$ cat src/hw/rtl/cbdp_pkg.sv
// ----------------------------------------------------------------------------
// cbdp_pkg
// shared types and constants for the codebook int4 dot-product engine
// ----------------------------------------------------------------------------
`default_nettype none

package cbdp_pkg;

  // centroid table
  localparam int unsigned NUM_CENTROIDS = 16;
  localparam int unsigned CENT_W        = 16;
  localparam int unsigned NIB_W         = 4;
  localparam int unsigned WBYTE_W       = 8;

  // configuration port
  localparam int unsigned CFG_REGS      = 4;
  localparam int unsigned CFG_DATA_W    = 64;
  localparam int unsigned CFG_IDX_W     = 8;
  localparam int unsigned CFG_SEL_W     = 2;

  // result
  localparam int unsigned DOT_W         = 48;
  localparam int unsigned EXT_W         = 64;

  // number of multiply lanes (even and odd element)
  localparam int unsigned NUM_LANES     = 2;
  localparam int unsigned LANE_EVEN     = 0;
  localparam int unsigned LANE_ODD      = 1;

  typedef logic signed [CENT_W-1:0]            centroid_t;
  typedef centroid_t [NUM_CENTROIDS-1:0]       ctab_t;
  typedef logic [CFG_REGS-1:0][CFG_DATA_W-1:0] cfg_regs_t;

  // control bits that travel along with one request through the pipeline
  typedef struct packed {
    logic valid;
    logic last;
  } stage_ctrl_t;

endpackage

`default_nettype wire

$ cat src/hw/rtl/cbdp_if.sv
// ----------------------------------------------------------------------------
// cbdp_if
// valid/ready channels of the codebook int4 dot-product engine
// ----------------------------------------------------------------------------
`default_nettype none

interface cbdp_in_if #(
  parameter int unsigned ACT_WIDTH = 16
);
  logic                        valid;
  logic                        ready;
  logic [7:0]                  weight_byte;
  logic signed [ACT_WIDTH-1:0] act_even;
  logic signed [ACT_WIDTH-1:0] act_odd;
  logic                        odd_valid;
  logic                        last_pair;

  modport source (
    output valid, weight_byte, act_even, act_odd, odd_valid, last_pair,
    input  ready
  );
  modport sink (
    input  valid, weight_byte, act_even, act_odd, odd_valid, last_pair,
    output ready
  );
endinterface

interface cbdp_out_if;
  logic               valid;
  logic               ready;
  logic signed [47:0] dot_sum;
  logic               saturated;

  modport source (output valid, dot_sum, saturated, input ready);
  modport sink (input valid, dot_sum, saturated, output ready);
endinterface

interface cbdp_cfg_if;
  logic        valid;
  logic        ready;
  logic [7:0]  index;
  logic [63:0] data;

  modport source (output valid, index, data, input ready);
  modport sink (input valid, index, data, output ready);
endinterface

`default_nettype wire

$ cat src/hw/rtl/codebook_int4_dot_product.sv
// ----------------------------------------------------------------------------
// codebook_int4_dot_product
// dot-product engine for 4-bit codebook-quantized weights
// ----------------------------------------------------------------------------
// path: a last request passes the lane product registers, the pair-sum
// register and the result register before its result is valid
// throughput: one request per cycle, limited by the two multiply lanes
// a stalled result only holds back input once the last request behind it
// reaches the accumulate stage
// reset: centroid table, accumulator and saturation flag clear to zero
// ----------------------------------------------------------------------------
`default_nettype none

module codebook_int4_dot_product #(
  parameter int unsigned ACT_WIDTH = 16,
  parameter int unsigned ACC_WIDTH = 48
) (
  input  wire logic  clk_i,
  input  wire logic  rst_ni,
  cbdp_cfg_if.sink   cfg_i,
  cbdp_in_if.sink    in_i,
  cbdp_out_if.source out_o
);

  localparam int unsigned PROD_W = cbdp_pkg::CENT_W + ACT_WIDTH;

  // centroid registers, four packed entries per register
  cbdp_pkg::cfg_regs_t cfg_q;
  cbdp_pkg::ctab_t     ctab;

  // stage 1 control (lane products are held inside the lanes)
  cbdp_pkg::stage_ctrl_t s1_d;
  cbdp_pkg::stage_ctrl_t s1_q;
  logic                  s1_take;
  logic                  in_ready;

  // per-lane operands and products
  logic [cbdp_pkg::NIB_W-1:0]   lane_nib  [cbdp_pkg::NUM_LANES];
  logic signed [ACT_WIDTH-1:0]  lane_act  [cbdp_pkg::NUM_LANES];
  logic                         lane_use  [cbdp_pkg::NUM_LANES];
  logic signed [PROD_W-1:0]     lane_prod [cbdp_pkg::NUM_LANES];

  // configuration writes always land at once; indexes past the table drop
  assign cfg_i.ready = 1'b1;

  always_ff @(posedge clk_i or negedge rst_ni) begin
    if (!rst_ni) begin
      cfg_q <= '0;
    end else if (cfg_i.valid && (cfg_i.index < cbdp_pkg::CFG_IDX_W'(cbdp_pkg::CFG_REGS))) begin
      cfg_q[cfg_i.index[cbdp_pkg::CFG_SEL_W-1:0]] <= cfg_i.data;
    end
  end

  // same bits, seen as sixteen signed entries with entry 0 lowest
  assign ctab = cbdp_pkg::ctab_t'(cfg_q);

  // even element takes the low nibble, odd element the high nibble
  assign lane_nib[cbdp_pkg::LANE_EVEN] = in_i.weight_byte[cbdp_pkg::NIB_W-1:0];
  assign lane_act[cbdp_pkg::LANE_EVEN] = in_i.act_even;
  assign lane_use[cbdp_pkg::LANE_EVEN] = 1'b1;
  assign lane_nib[cbdp_pkg::LANE_ODD]  =
    in_i.weight_byte[cbdp_pkg::WBYTE_W-1:cbdp_pkg::NIB_W];
  assign lane_act[cbdp_pkg::LANE_ODD]  = in_i.act_odd;
  // unused odd element contributes zero
  assign lane_use[cbdp_pkg::LANE_ODD]  = in_i.odd_valid;

  // stage 1 moves on when it is empty or the merge stage takes its request
  assign in_ready   = !s1_q.valid || s1_take;
  assign in_i.ready = in_ready;

  assign s1_d.valid = in_i.valid;
  assign s1_d.last  = in_i.last_pair;

  always_ff @(posedge clk_i or negedge rst_ni) begin
    if (!rst_ni) begin
      s1_q <= '0;
    end else if (in_ready) begin
      s1_q <= s1_d;
    end
  end

  for (genvar g = 0; g < cbdp_pkg::NUM_LANES; g++) begin : g_lane
    cbdp_lane #(
      .ACT_WIDTH (ACT_WIDTH)
    ) u_lane (
      .clk_i    (clk_i),
      .en_i     (in_ready && in_i.valid),
      .ctab_i   (ctab),
      .nibble_i (lane_nib[g]),
      .act_i    (lane_act[g]),
      .use_i    (lane_use[g]),
      .prod_o   (lane_prod[g])
    );
  end

  // merge stage: pair sum, saturating accumulate and result register
  cbdp_acc #(
    .ACT_WIDTH (ACT_WIDTH),
    .ACC_WIDTH (ACC_WIDTH)
  ) u_acc (
    .clk_i       (clk_i),
    .rst_ni      (rst_ni),
    .s1_i        (s1_q),
    .prod_even_i (lane_prod[cbdp_pkg::LANE_EVEN]),
    .prod_odd_i  (lane_prod[cbdp_pkg::LANE_ODD]),
    .s1_take_o   (s1_take),
    .out_o       (out_o)
  );

endmodule

`default_nettype wire

$ cat src/hw/rtl/cbdp_lane.sv
// ----------------------------------------------------------------------------
// cbdp_lane
// one multiply lane: centroid lookup by nibble, times activation, registered
// ----------------------------------------------------------------------------
`default_nettype none

module cbdp_lane #(
  parameter int unsigned ACT_WIDTH = 16
) (
  input  wire logic                                       clk_i,
  input  wire logic                                       en_i,
  input  wire cbdp_pkg::ctab_t                            ctab_i,
  input  wire logic [cbdp_pkg::NIB_W-1:0]                 nibble_i,
  input  wire logic signed [ACT_WIDTH-1:0]                act_i,
  input  wire logic                                       use_i,
  output logic signed [cbdp_pkg::CENT_W+ACT_WIDTH-1:0]    prod_o
);

  localparam int unsigned PROD_W = cbdp_pkg::CENT_W + ACT_WIDTH;

  cbdp_pkg::centroid_t       cent;
  logic signed [PROD_W-1:0]  prod_d;
  logic signed [PROD_W-1:0]  prod_q;

  assign cent = ctab_i[nibble_i];

  always_comb begin
    if (use_i) begin
      prod_d = PROD_W'(cent) * PROD_W'(act_i);
    end else begin
      prod_d = '0;
    end
  end

  // payload register, no reset
  always_ff @(posedge clk_i) begin
    if (en_i) begin
      prod_q <= prod_d;
    end
  end

  assign prod_o = prod_q;

endmodule

`default_nettype wire

$ cat src/hw/rtl/cbdp_acc.sv
// ----------------------------------------------------------------------------
// cbdp_acc
// merge stage: adds the lane products, saturating accumulate, result register
// ----------------------------------------------------------------------------
`default_nettype none

module cbdp_acc #(
  parameter int unsigned ACT_WIDTH = 16,
  parameter int unsigned ACC_WIDTH = 48
) (
  input  wire logic                                     clk_i,
  input  wire logic                                     rst_ni,
  input  wire cbdp_pkg::stage_ctrl_t                    s1_i,
  input  wire logic signed [cbdp_pkg::CENT_W+ACT_WIDTH-1:0] prod_even_i,
  input  wire logic signed [cbdp_pkg::CENT_W+ACT_WIDTH-1:0] prod_odd_i,
  output logic                                          s1_take_o,
  cbdp_out_if.source                                    out_o
);

  localparam int unsigned PROD_W = cbdp_pkg::CENT_W + ACT_WIDTH;
  localparam int unsigned PAIR_W = PROD_W + 1;
  localparam int unsigned SUM_W  = ((PAIR_W > ACC_WIDTH) ? PAIR_W : ACC_WIDTH) + 1;

  localparam logic signed [SUM_W-1:0] ACC_MAX =
    {{(SUM_W-ACC_WIDTH+1){1'b0}}, {(ACC_WIDTH-1){1'b1}}};
  localparam logic signed [SUM_W-1:0] ACC_MIN =
    {{(SUM_W-ACC_WIDTH+1){1'b1}}, {(ACC_WIDTH-1){1'b0}}};

  cbdp_pkg::stage_ctrl_t         s2_q;
  logic signed [PAIR_W-1:0]      pair_d;
  logic signed [PAIR_W-1:0]      pair_q;
  logic signed [ACC_WIDTH-1:0]   acc_d;
  logic signed [ACC_WIDTH-1:0]   acc_q;
  logic                          sat_q;
  logic signed [SUM_W-1:0]       sum;
  logic                          hit;
  logic signed [cbdp_pkg::EXT_W-1:0] acc_ext;
  logic                          go;
  logic                          adv2;
  logic                          out_valid_q;
  logic signed [cbdp_pkg::DOT_W-1:0] dot_q;
  logic                          osat_q;

  // pair sum of both lanes
  assign pair_d = PAIR_W'(prod_even_i) + PAIR_W'(prod_odd_i);

  // a last request may only leave when the result register has room
  assign go        = !s2_q.last || !out_valid_q || out_o.ready;
  assign adv2      = !s2_q.valid || go;
  assign s1_take_o = adv2;

  always_ff @(posedge clk_i or negedge rst_ni) begin
    if (!rst_ni) begin
      s2_q <= '0;
    end else if (adv2) begin
      s2_q <= s1_i;
    end
  end

  always_ff @(posedge clk_i) begin
    if (adv2 && s1_i.valid) begin
      pair_q <= pair_d;
    end
  end

  // saturating accumulate
  always_comb begin
    sum = SUM_W'(acc_q) + SUM_W'(pair_q);
    hit = 1'b0;
    if (sum > ACC_MAX) begin
      acc_d = ACC_WIDTH'(ACC_MAX);
      hit   = 1'b1;
    end else if (sum < ACC_MIN) begin
      acc_d = ACC_WIDTH'(ACC_MIN);
      hit   = 1'b1;
    end else begin
      acc_d = sum[ACC_WIDTH-1:0];
    end
  end

  assign acc_ext = cbdp_pkg::EXT_W'(acc_d);

  always_ff @(posedge clk_i or negedge rst_ni) begin
    if (!rst_ni) begin
      acc_q <= '0;
      sat_q <= 1'b0;
    end else if (s2_q.valid && go) begin
      if (s2_q.last) begin
        acc_q <= '0;
        sat_q <= 1'b0;
      end else begin
        acc_q <= acc_d;
        sat_q <= sat_q | hit;
      end
    end
  end

  // result register
  always_ff @(posedge clk_i or negedge rst_ni) begin
    if (!rst_ni) begin
      out_valid_q <= 1'b0;
    end else if (s2_q.valid && s2_q.last && go) begin
      out_valid_q <= 1'b1;
    end else if (out_o.ready) begin
      out_valid_q <= 1'b0;
    end
  end

  always_ff @(posedge clk_i) begin
    if (s2_q.valid && s2_q.last && go) begin
      dot_q  <= acc_ext[cbdp_pkg::DOT_W-1:0];
      osat_q <= sat_q | hit;
    end
  end

  assign out_o.valid     = out_valid_q;
  assign out_o.dot_sum   = dot_q;
  assign out_o.saturated = osat_q;

  // a finished dot product leaves the accumulator and flag cleared
  a_clear_after_last: assert property (@(posedge clk_i) disable iff (!rst_ni)
    (s2_q.valid && s2_q.last && go) |=> (acc_q == '0 && !sat_q))
    else $error("accumulator not cleared after last request");

  // the flag only rises when a request is accumulated
  a_sat_rise: assert property (@(posedge clk_i) disable iff (!rst_ni)
    $rose(sat_q) |-> $past(s2_q.valid && go && !s2_q.last))
    else $error("saturation flag set without an accumulate");

  // a new result only comes from a last request
  a_out_from_last: assert property (@(posedge clk_i) disable iff (!rst_ni)
    $rose(out_valid_q) |-> $past(s2_q.valid && s2_q.last))
    else $error("result produced without a last request");

  // a held request keeps its pair sum
  a_hold_pair: assert property (@(posedge clk_i) disable iff (!rst_ni)
    (s2_q.valid && !go) |=> $stable(pair_q) && s2_q.valid)
    else $error("stalled pair sum changed");

endmodule

`default_nettype wire
$ cat src/flat_wrapper.sv
// flat-port wrapper written by rule: the top's interface ports become plain ports
module codebook_int4_dot_product_flat 
#(
  parameter int unsigned ACT_WIDTH = 16,
  parameter int unsigned ACC_WIDTH = 48
)
  (clk_i, rst_ni, cfg_i_valid, cfg_i_index, cfg_i_data, cfg_i_ready, in_i_valid, in_i_weight_byte, in_i_act_even, in_i_act_odd, in_i_odd_valid, in_i_last_pair, in_i_ready, out_o_valid, out_o_dot_sum, out_o_saturated, out_o_ready);
  cbdp_cfg_if cfg_i_i ();
  cbdp_in_if #(.ACT_WIDTH(ACT_WIDTH)) in_i_i ();
  cbdp_out_if out_o_i ();
  input  wire logic clk_i;
  input  wire logic rst_ni;
  input wire logic [$bits(cfg_i_i.valid)-1:0] cfg_i_valid;
  input wire logic [$bits(cfg_i_i.index)-1:0] cfg_i_index;
  input wire logic [$bits(cfg_i_i.data)-1:0] cfg_i_data;
  output wire logic [$bits(cfg_i_i.ready)-1:0] cfg_i_ready;
  input wire logic [$bits(in_i_i.valid)-1:0] in_i_valid;
  input wire logic [$bits(in_i_i.weight_byte)-1:0] in_i_weight_byte;
  input wire logic [$bits(in_i_i.act_even)-1:0] in_i_act_even;
  input wire logic [$bits(in_i_i.act_odd)-1:0] in_i_act_odd;
  input wire logic [$bits(in_i_i.odd_valid)-1:0] in_i_odd_valid;
  input wire logic [$bits(in_i_i.last_pair)-1:0] in_i_last_pair;
  output wire logic [$bits(in_i_i.ready)-1:0] in_i_ready;
  output wire logic [$bits(out_o_i.valid)-1:0] out_o_valid;
  output wire logic [$bits(out_o_i.dot_sum)-1:0] out_o_dot_sum;
  output wire logic [$bits(out_o_i.saturated)-1:0] out_o_saturated;
  input wire logic [$bits(out_o_i.ready)-1:0] out_o_ready;
  assign cfg_i_i.valid = cfg_i_valid;
  assign cfg_i_i.index = cfg_i_index;
  assign cfg_i_i.data = cfg_i_data;
  assign cfg_i_ready = cfg_i_i.ready;
  assign in_i_i.valid = in_i_valid;
  assign in_i_i.weight_byte = in_i_weight_byte;
  assign in_i_i.act_even = in_i_act_even;
  assign in_i_i.act_odd = in_i_act_odd;
  assign in_i_i.odd_valid = in_i_odd_valid;
  assign in_i_i.last_pair = in_i_last_pair;
  assign in_i_ready = in_i_i.ready;
  assign out_o_valid = out_o_i.valid;
  assign out_o_dot_sum = out_o_i.dot_sum;
  assign out_o_saturated = out_o_i.saturated;
  assign out_o_i.ready = out_o_ready;
  codebook_int4_dot_product #(.ACT_WIDTH(ACT_WIDTH), .ACC_WIDTH(ACC_WIDTH)) u_core (.clk_i(clk_i), .rst_ni(rst_ni), .cfg_i(cfg_i_i), .in_i(in_i_i), .out_o(out_o_i));
endmodule
$ cat config.mk
export PLATFORM = sky130hd
export DESIGN_NAME = codebook_int4_dot_product_flat
export DESIGN_NICKNAME = d
export VERILOG_FILES = /design/src/hw/rtl/cbdp_pkg.sv /design/src/hw/rtl/cbdp_if.sv /design/src/hw/rtl/codebook_int4_dot_product.sv /design/src/hw/rtl/cbdp_lane.sv /design/src/hw/rtl/cbdp_acc.sv /design/src/flat_wrapper.sv
export SDC_FILE = /design/constraint.sdc
export NUM_CORES = 2
export LEC_CHECK = 0
export BUFFER_PORTS_ARGS = -buffer_cell sky130_fd_sc_hd__buf_2
export CAP_MARGIN = 20
export CORE_ASPECT_RATIO = 0.75
export CORE_MARGIN = 5
export CORE_UTILIZATION = 44
export CTS_BUF_LIST = sky130_fd_sc_hd__clkbuf_8
export DETAILED_ROUTE_END_ITERATION = 8
export PLACE_DENSITY = 0.72
export RECOVER_POWER = 100
export SETUP_SLACK_MARGIN = 0.02
export SLEW_MARGIN = 10
export SYNTH_ARGS = -nofsm -noshare
export SYNTH_HDL_FRONTEND = slang
export SYNTH_SLANG_ARGS = --single-unit
$ cat constraint.sdc
create_clock -name clk_i -period 11.7 [get_ports clk_i]
set_input_delay 0 -clock clk_i [delete_from_list [all_inputs] [get_ports clk_i]]
set_output_delay 0 -clock clk_i [all_outputs]
set_load 0.01 [all_outputs]
# Word level (Yosys, flattened, before mapping)
# Cells that the tools add are included.
dict set report word_totals {
  inputBits 119
  ff_bits 456
  output_inout_bits 52
  wordCells 59
}
dict set report op_classes {
  reduce_logical 16
  bitwise_logic 1
  magnitude_cmp 7
  n_addsub 2
  multipliers 2
  muxes 15
}
# operator count
set op_table {}
lappend op_table {{bitwise mux 256 bit} 1}
lappend op_table {{two-way mux 48 bit} 3}
lappend op_table {{binary-select mux 16 bit (select 4 bit)} 2}
lappend op_table {{demux 64 bit (select 2 bit)} 1}
lappend op_table {{multiplier 16 x 16 -> 32 bit} 2}
lappend op_table {{two-way mux 64 bit} 1}
lappend op_table {{adder 48 x 33 -> 49 bit} 1}
lappend op_table {{greater-than comparator 49 x 48 -> 1 bit, second input constant} 1}
lappend op_table {{less-than comparator 49 x 48 -> 1 bit, second input constant} 1}
lappend op_table {{adder 32 x 32 -> 33 bit} 1}
lappend op_table {{two-way mux 16 bit} 2}
lappend op_table {{less-than comparator 4 x 5 -> 1 bit, second input constant} 2}
lappend op_table {{less-than comparator 8 x 3 -> 1 bit, second input constant} 1}
lappend op_table {{logical AND 1 bit} 7}
lappend op_table {{two-way mux 1 bit} 5}
lappend op_table {{logical NOT 1 bit} 4}
lappend op_table {{logical OR 1 bit} 4}
lappend op_table {{less-than comparator 2 x 3 -> 1 bit, second input constant} 1}
lappend op_table {{greater-or-equal comparator 2 x 1 -> 1 bit, second input constant} 1}
lappend op_table {{nonzero test 2 bit} 1}
lappend op_table {{bitwise OR 1 bit} 1}

# Longest topological paths before layout
dict set report logic_depth {
  ltp_word 6
  depth_mapped 29
  mapped_depth_nobuf 26
}

# Modules after synthesis
# A second synthesis with hierarchy kept.
dict set report hier_totals {
  hier_cells 4044
  hier_area_um2 45821.4
}
# mod cells_per_inst area_each_um2 instances seq_area_each_um2
set by_module_without_submodules {}
lappend by_module_without_submodules {{cbdp_lane (u_core.g_lane[1].u_lane)} 1264 13041.3 1 960.9}
lappend by_module_without_submodules {{cbdp_lane (u_core.g_lane[0].u_lane)} 1259 12936.2 1 960.9}
lappend by_module_without_submodules {codebook_int4_dot_product 553 10490.1 1 6456.2}
lappend by_module_without_submodules {cbdp_acc 968 9354.0 1 3763.6}

# Worst setup path after synthesis
# OpenSTA, ideal clock, no wires.
dict set report synth_path {
  path_type {input to register}
  from {in in_i_weight_byte[4]}
  to {reg u_core.g_lane[1].u_lane.prod_q[28], data pin}
  setup_time_ns 0.255
  t_required_ns 11.445
  n_path_buf 3
  arrival_ns 7.404
  cell_stages 26
  slack_ns 4.041
  path_cell_list {buf_2 buf_1 mux4_2 mux4_2 clkbuf_1 and2_1 fa_1 inv_1 fa_1 fa_1 fa_1 inv_1 fa_1 inv_1 fa_1 inv_1 ha_1 a21o_1 a21o_1 a21o_1 a41o_1 a31oi_1 a311o_1 o21bai_1 a211o_1 and3_1}
}
dict set report synth_via {
  elab_chain_cells 3
}
# element line_no
set synth_lines {}
lappend synth_lines {{start, declared} flat_wrapper.sv:18} ;# input wire logic [$bits(in_i_i.weight_byte)-1:0] in_i_weight_byte;
lappend synth_lines {{binary-select mux 16 bit (select 4 bit)} cbdp_lane.sv:25} ;# assign cent = ctab_i[nibble_i];
lappend synth_lines {{two-way mux 16 bit (not written as such)} cbdp_lane.sv:25}
lappend synth_lines {{multiplier 16 x 16 -> 32 bit} cbdp_lane.sv:29} ;# prod_d = PROD_W'(cent) * PROD_W'(act_i);
lappend synth_lines {{end signal, assigned} cbdp_lane.sv:38} ;# prod_q <= prod_d;
lappend synth_lines {{end, declared} cbdp_lane.sv:23} ;# logic signed [PROD_W-1:0] prod_q;
# Every way passes these cells. The select of a mux whose other input is x is not followed.
# A chain may end at the register's enable or synchronous reset.

# Worst setup path in the final report
dict set report layout_path {
  from {in in_i_weight_byte[4]}
  to {reg u_core.g_lane[1].u_lane.prod_q[31], data pin}
}
# Same word-level chain as after synthesis.

==> impl_table.tex <==
\begin{tabular}{lr}
\hline
Metric & Value \\
\hline
\multicolumn{2}{l}{\textbf{Status}} \\
Run status & complete, but fails checks \\
Violations in the final reports & max-capacitance violations, max-slew violations \\
\multicolumn{2}{l}{\textbf{STA}} \\
Hold WS & 0.0774 ns \\
Worst setup skew after layout & 0.0544 ns \\
RSZ-0062 raised after global routing & false \\
Worst relative slew slack & -1.95 \\
Number of hold violations in the final report & 0 \\
Max-slew violation total from the final report & 671 \\
Transition time at the pin with the least slew margin & 4.43 ns \\
Final-layout setup total negative slack & 0 ns \\
Achievable frequency & 0.109 GHz \\
Finish-stage setup viols & 0 \\
Portion of the clock cycle consumed by the worst path in the final layout & 0.785 \\
Tmin final & 9.19 ns \\
\multicolumn{2}{l}{\textbf{Clock network}} \\
Clock slew at the register clock pins of the worst setup and hold paths & 0.06 ns \\
Number of buffers on the longest clock path & 3 \\
Total clock sinks & 456 \\
H-tree depth & 3 \\
TritonCTS buffer count & 77 \\
Clock root buffer master & sky130\_fd\_sc\_hd\_\_clkbuf\_8 \\
TritonCTS clock tree & done \\
Source-to-sink clock delay at the later pin of the worst-skew pair & 0.73 ns \\
Post-CTS Hold Fix Bufs & 76 \\
Number of buffers inserted by post-CTS setup repair & 0 \\
Post-cts resize count & 0 \\
\multicolumn{2}{l}{\textbf{Job}} \\
Max capacitance violation total & 14 \\
\multicolumn{2}{l}{\textbf{Detailed routing}} \\
First DRT Iteration DRCs & 2,244 \\
Wirelength, routed & 108 mm \\
Routed len/inst & 19.5 µm \\
ANT nets after route & 0 \\
Router iterations before antenna repair & 5 \\
Vias per Instance & 5.46 \\
Vias & 30,248 \\
Remaining design rule violation count & 0 \\
\multicolumn{2}{l}{\textbf{Placed design}} \\
PortBufs & 169 \\
Post-detail-place hpwl & 81.2 mm \\
Placed instance count & 5,311 \\
Final estimated routing congestion in global placement & 0.885 \\
\multicolumn{2}{l}{\textbf{Pwr}} \\
Static Leak & 0.0231 µW \\
Portion of total power attributed to combinational logic & 0.543 \\
Sequential Power Share & 0.279 \\
VDD IR-drop max & 0.000112 V \\
Power per cell area & 175 mW/mm² \\
Clock power share & 0.178 \\
Net Sw Frac & 0.431 \\
Power Internal & 4830 µW \\
Switching Power & 3650 µW \\
\multicolumn{2}{l}{\textbf{Floorplan}} \\
Number of I/O pins & 171 \\
Die Area & 0.107 mm² \\
Core footprint & 0.0993 mm² \\
Site Rows & 100 \\
Initial core utilization & 0.444 \\
Overall die width & 376 µm \\
Height of the die & 284 µm \\
\multicolumn{2}{l}{\textbf{Layout}} \\
Filler cells & 8,853 \\
Area growth from synthesis to layout & 9.79\% \\
Non-filler cells, final & 5,540 \\
Final layout net count & 5,029 \\
Proportion of layout cells with a drive suffix above 1 & 0.162 \\
\multicolumn{2}{l}{\textbf{Logic synthesis}} \\
Per-instance average area after synthesis & 11.1 µm² \\
Cell types with the largest area share after synthesis & sky130\_fd\_sc\_hd\_\_fa\_1, sky130\_fd\_sc\_hd\_\_dfrtp\_1, sky130\_fd\_sc\_hd\_\_edfxtp\_1 \\
Number of distinct standard cells referenced by the synthesized netlist & 80 \\
Top cell types by occurrence after synthesis & sky130\_fd\_sc\_hd\_\_inv\_1, sky130\_fd\_sc\_hd\_\_fa\_1, sky130\_fd\_sc\_hd\_\_nand2\_1 \\
Top-count cell post-synth & sky130\_fd\_sc\_hd\_\_inv\_1 \\
Cells after synthesis & 3,972 \\
Synth async-reset ratio & 0.680 \\
Share of the yosys chip area belonging to registers & 0.275 \\
Synth Net Count & 4,861 \\
Flop and latch count out of synthesis & 456 \\
Most common flop cell mapped by yosys & sky130\_fd\_sc\_hd\_\_dfrtp\_1 \\
Number of warnings issued by yosys & 0 \\
Synth area leader & sky130\_fd\_sc\_hd\_\_fa\_1 \\
Share of Yosys cell area claimed by the top area cell type & 0.239 \\
Number of flops mapped to enable cells by yosys & 146 \\
Combined area of all synthesized cells & 0.0441 mm² \\
\multicolumn{2}{l}{\textbf{Global route}} \\
Leftover overflow at the end of global routing & 0 \\
Number of global-route vias before repair & 32,026 \\
Maximum number of pins on one net before global-route repair & 185 \\
Antenna violations before repair & 18 \\
Global-route wire length before repair & 176 mm \\
All-layer global routing usage & 0.206 \\
\multicolumn{2}{l}{\textbf{Critical path}} \\
Maximum net fanout on the critical path & 37 \\
Type of the worst setup path & input pin to flop \\
Type of origin of the critical path & input pin \\
Data arrival time at the worst-slack endpoint & 9.63 ns \\
Crit path required time & 12.15 ns \\
CP Capture Type & flop \\
\multicolumn{2}{l}{\textbf{Min path}} \\
Class of the tightest hold or removal check & input pin to flop \\
\hline
\end{tabular}
-- cell families after synthesis --
group	count (synthesis)	share of synthesized area
flip-flops	456	0.275
multiplexers	423	0.149
other	1	0.0000850
AND/OR/NAND/NOR	895	0.0992
adder cells (fa/ha/maj)	770	0.308
XOR/XNOR	132	0.0262
buffers and inverters	793	0.0680
AO/OA/AOI/OAI	502	0.0750
-- registers in the layout (all words and copies together), names as in the netlist --
register and cells:
u_core.u_acc.out_o.dot_sum 48, u_core.u_acc.pair_q 33, u_core.g_lane.u_lane.prod_o 64, u_core.u_acc.out_o.saturated 1, u_core.u_acc.acc_q 48, u_core.s1_q 2, u_core.cfg_q 256, u_core.u_acc.sat_q 1
u_core.u_acc.out_o.valid 1, u_core.u_acc.s2_q 2
-- area by class of cell --
class,instances,area [µm²],share of cell area
antenna,11,27.5,0.000568
clock buffer,97,1340,0.0276
clock inverter,45,324,0.00669
inverter,622,2330,0.0482
multi-input combinational,2723,29000,0.599
sequential,456,12100,0.251
tap,1326,1660,0.0342
timing repair buffer,260,1620,0.0335
-- cells in the final DEF (no fill, tap or decap), types with 115 or more instances in the layout --
cell type	synthesis	layout
sky130_fd_sc_hd__a21oi_1	125	125
sky130_fd_sc_hd__and2_1	260	243
sky130_fd_sc_hd__buf_2	14	115
sky130_fd_sc_hd__dfrtp_1	310	310
sky130_fd_sc_hd__edfxtp_1	146	146
sky130_fd_sc_hd__fa_1	526	526
sky130_fd_sc_hd__ha_1	244	244
sky130_fd_sc_hd__inv_1	622	638
sky130_fd_sc_hd__mux2_2	258	258
sky130_fd_sc_hd__mux4_2	160	160
sky130_fd_sc_hd__nand2_1	371	370
-- routing by layer --
metal,GRT usage,part of all wire
met3,0.0509,0.084
met4,0.0518,0.021
met5,0,0.00041
met2,0.315,0.44
met1,0.296,0.45
-- critical path, stage by stage --
cell and delay, ns:
sky130_fd_sc_hd__buf_4 0.57, sky130_fd_sc_hd__clkbuf_1 1.76, sky130_fd_sc_hd__mux4_2 0.67, sky130_fd_sc_hd__mux4_2 0.70, sky130_fd_sc_hd__and2_0 0.28, sky130_fd_sc_hd__inv_1 0.09
sky130_fd_sc_hd__fa_1 0.42, sky130_fd_sc_hd__inv_1 0.23, sky130_fd_sc_hd__fa_1 0.49, sky130_fd_sc_hd__fa_1 0.50, sky130_fd_sc_hd__fa_1 0.50, sky130_fd_sc_hd__fa_1 0.48
sky130_fd_sc_hd__inv_1 0.05, sky130_fd_sc_hd__fa_1 0.51, sky130_fd_sc_hd__inv_1 0.06, sky130_fd_sc_hd__ha_1 0.35, sky130_fd_sc_hd__a21o_1 0.20, sky130_fd_sc_hd__a21o_1 0.16
sky130_fd_sc_hd__a21oi_1 0.14, sky130_fd_sc_hd__o21a_1 0.14, sky130_fd_sc_hd__o21ai_0 0.10, sky130_fd_sc_hd__o41ai_1 0.52, sky130_fd_sc_hd__o21ai_0 0.26, sky130_fd_sc_hd__a311o_1 0.36
-- stage by stage --
step,setup slack [ns],power [µW],utilization,cell area (µm²)
4_1_cts,3.80,8540,0.489,48600
5_1_grt,1.73,9200,0.488,48400
3_3_place_gp,3.12,6870,0.464,46100
2_1_floorplan,4.04,5680,-,44100
6_report,2.51,8480,0.488,48500
3_5_place_dp,3.02,6960,0.464,46100
-- worst paths after layout --
check                                         start                            endpoint  slack (ns)  cells after the start
min in group asynchronous                    rst_ni                   u_core.cfg_q[234]        0.94                      4
worst max register to register    u_core.cfg_q[250]  u_core.g_lane[1].u_lane.prod_o[31]        3.89                     22
worst min-delay path               in_i_act_even[1]   u_core.g_lane[0].u_lane.prod_o[1]        0.08                      3
max in group asynchronous                    rst_ni                    u_core.cfg_q[53]        7.33                      4
worst min register to register       u_core.s1_q[0]                u_core.u_acc.s2_q[0]        0.46                      1
worst max-delay path            in_i_weight_byte[4]  u_core.g_lane[1].u_lane.prod_o[31]        2.51                     24
-- power by group through the flow --
stage	clock, µW	sequential, µW	combinational (µW)
detailed placement	0	2390	4580
CTS	1550	2360	4630
global route	1630	2400	5170
global placement	0	2380	4490
floorplan	0	2350	3330
finish	1510	2370	4600
Power figures use the tool's default switching activity.
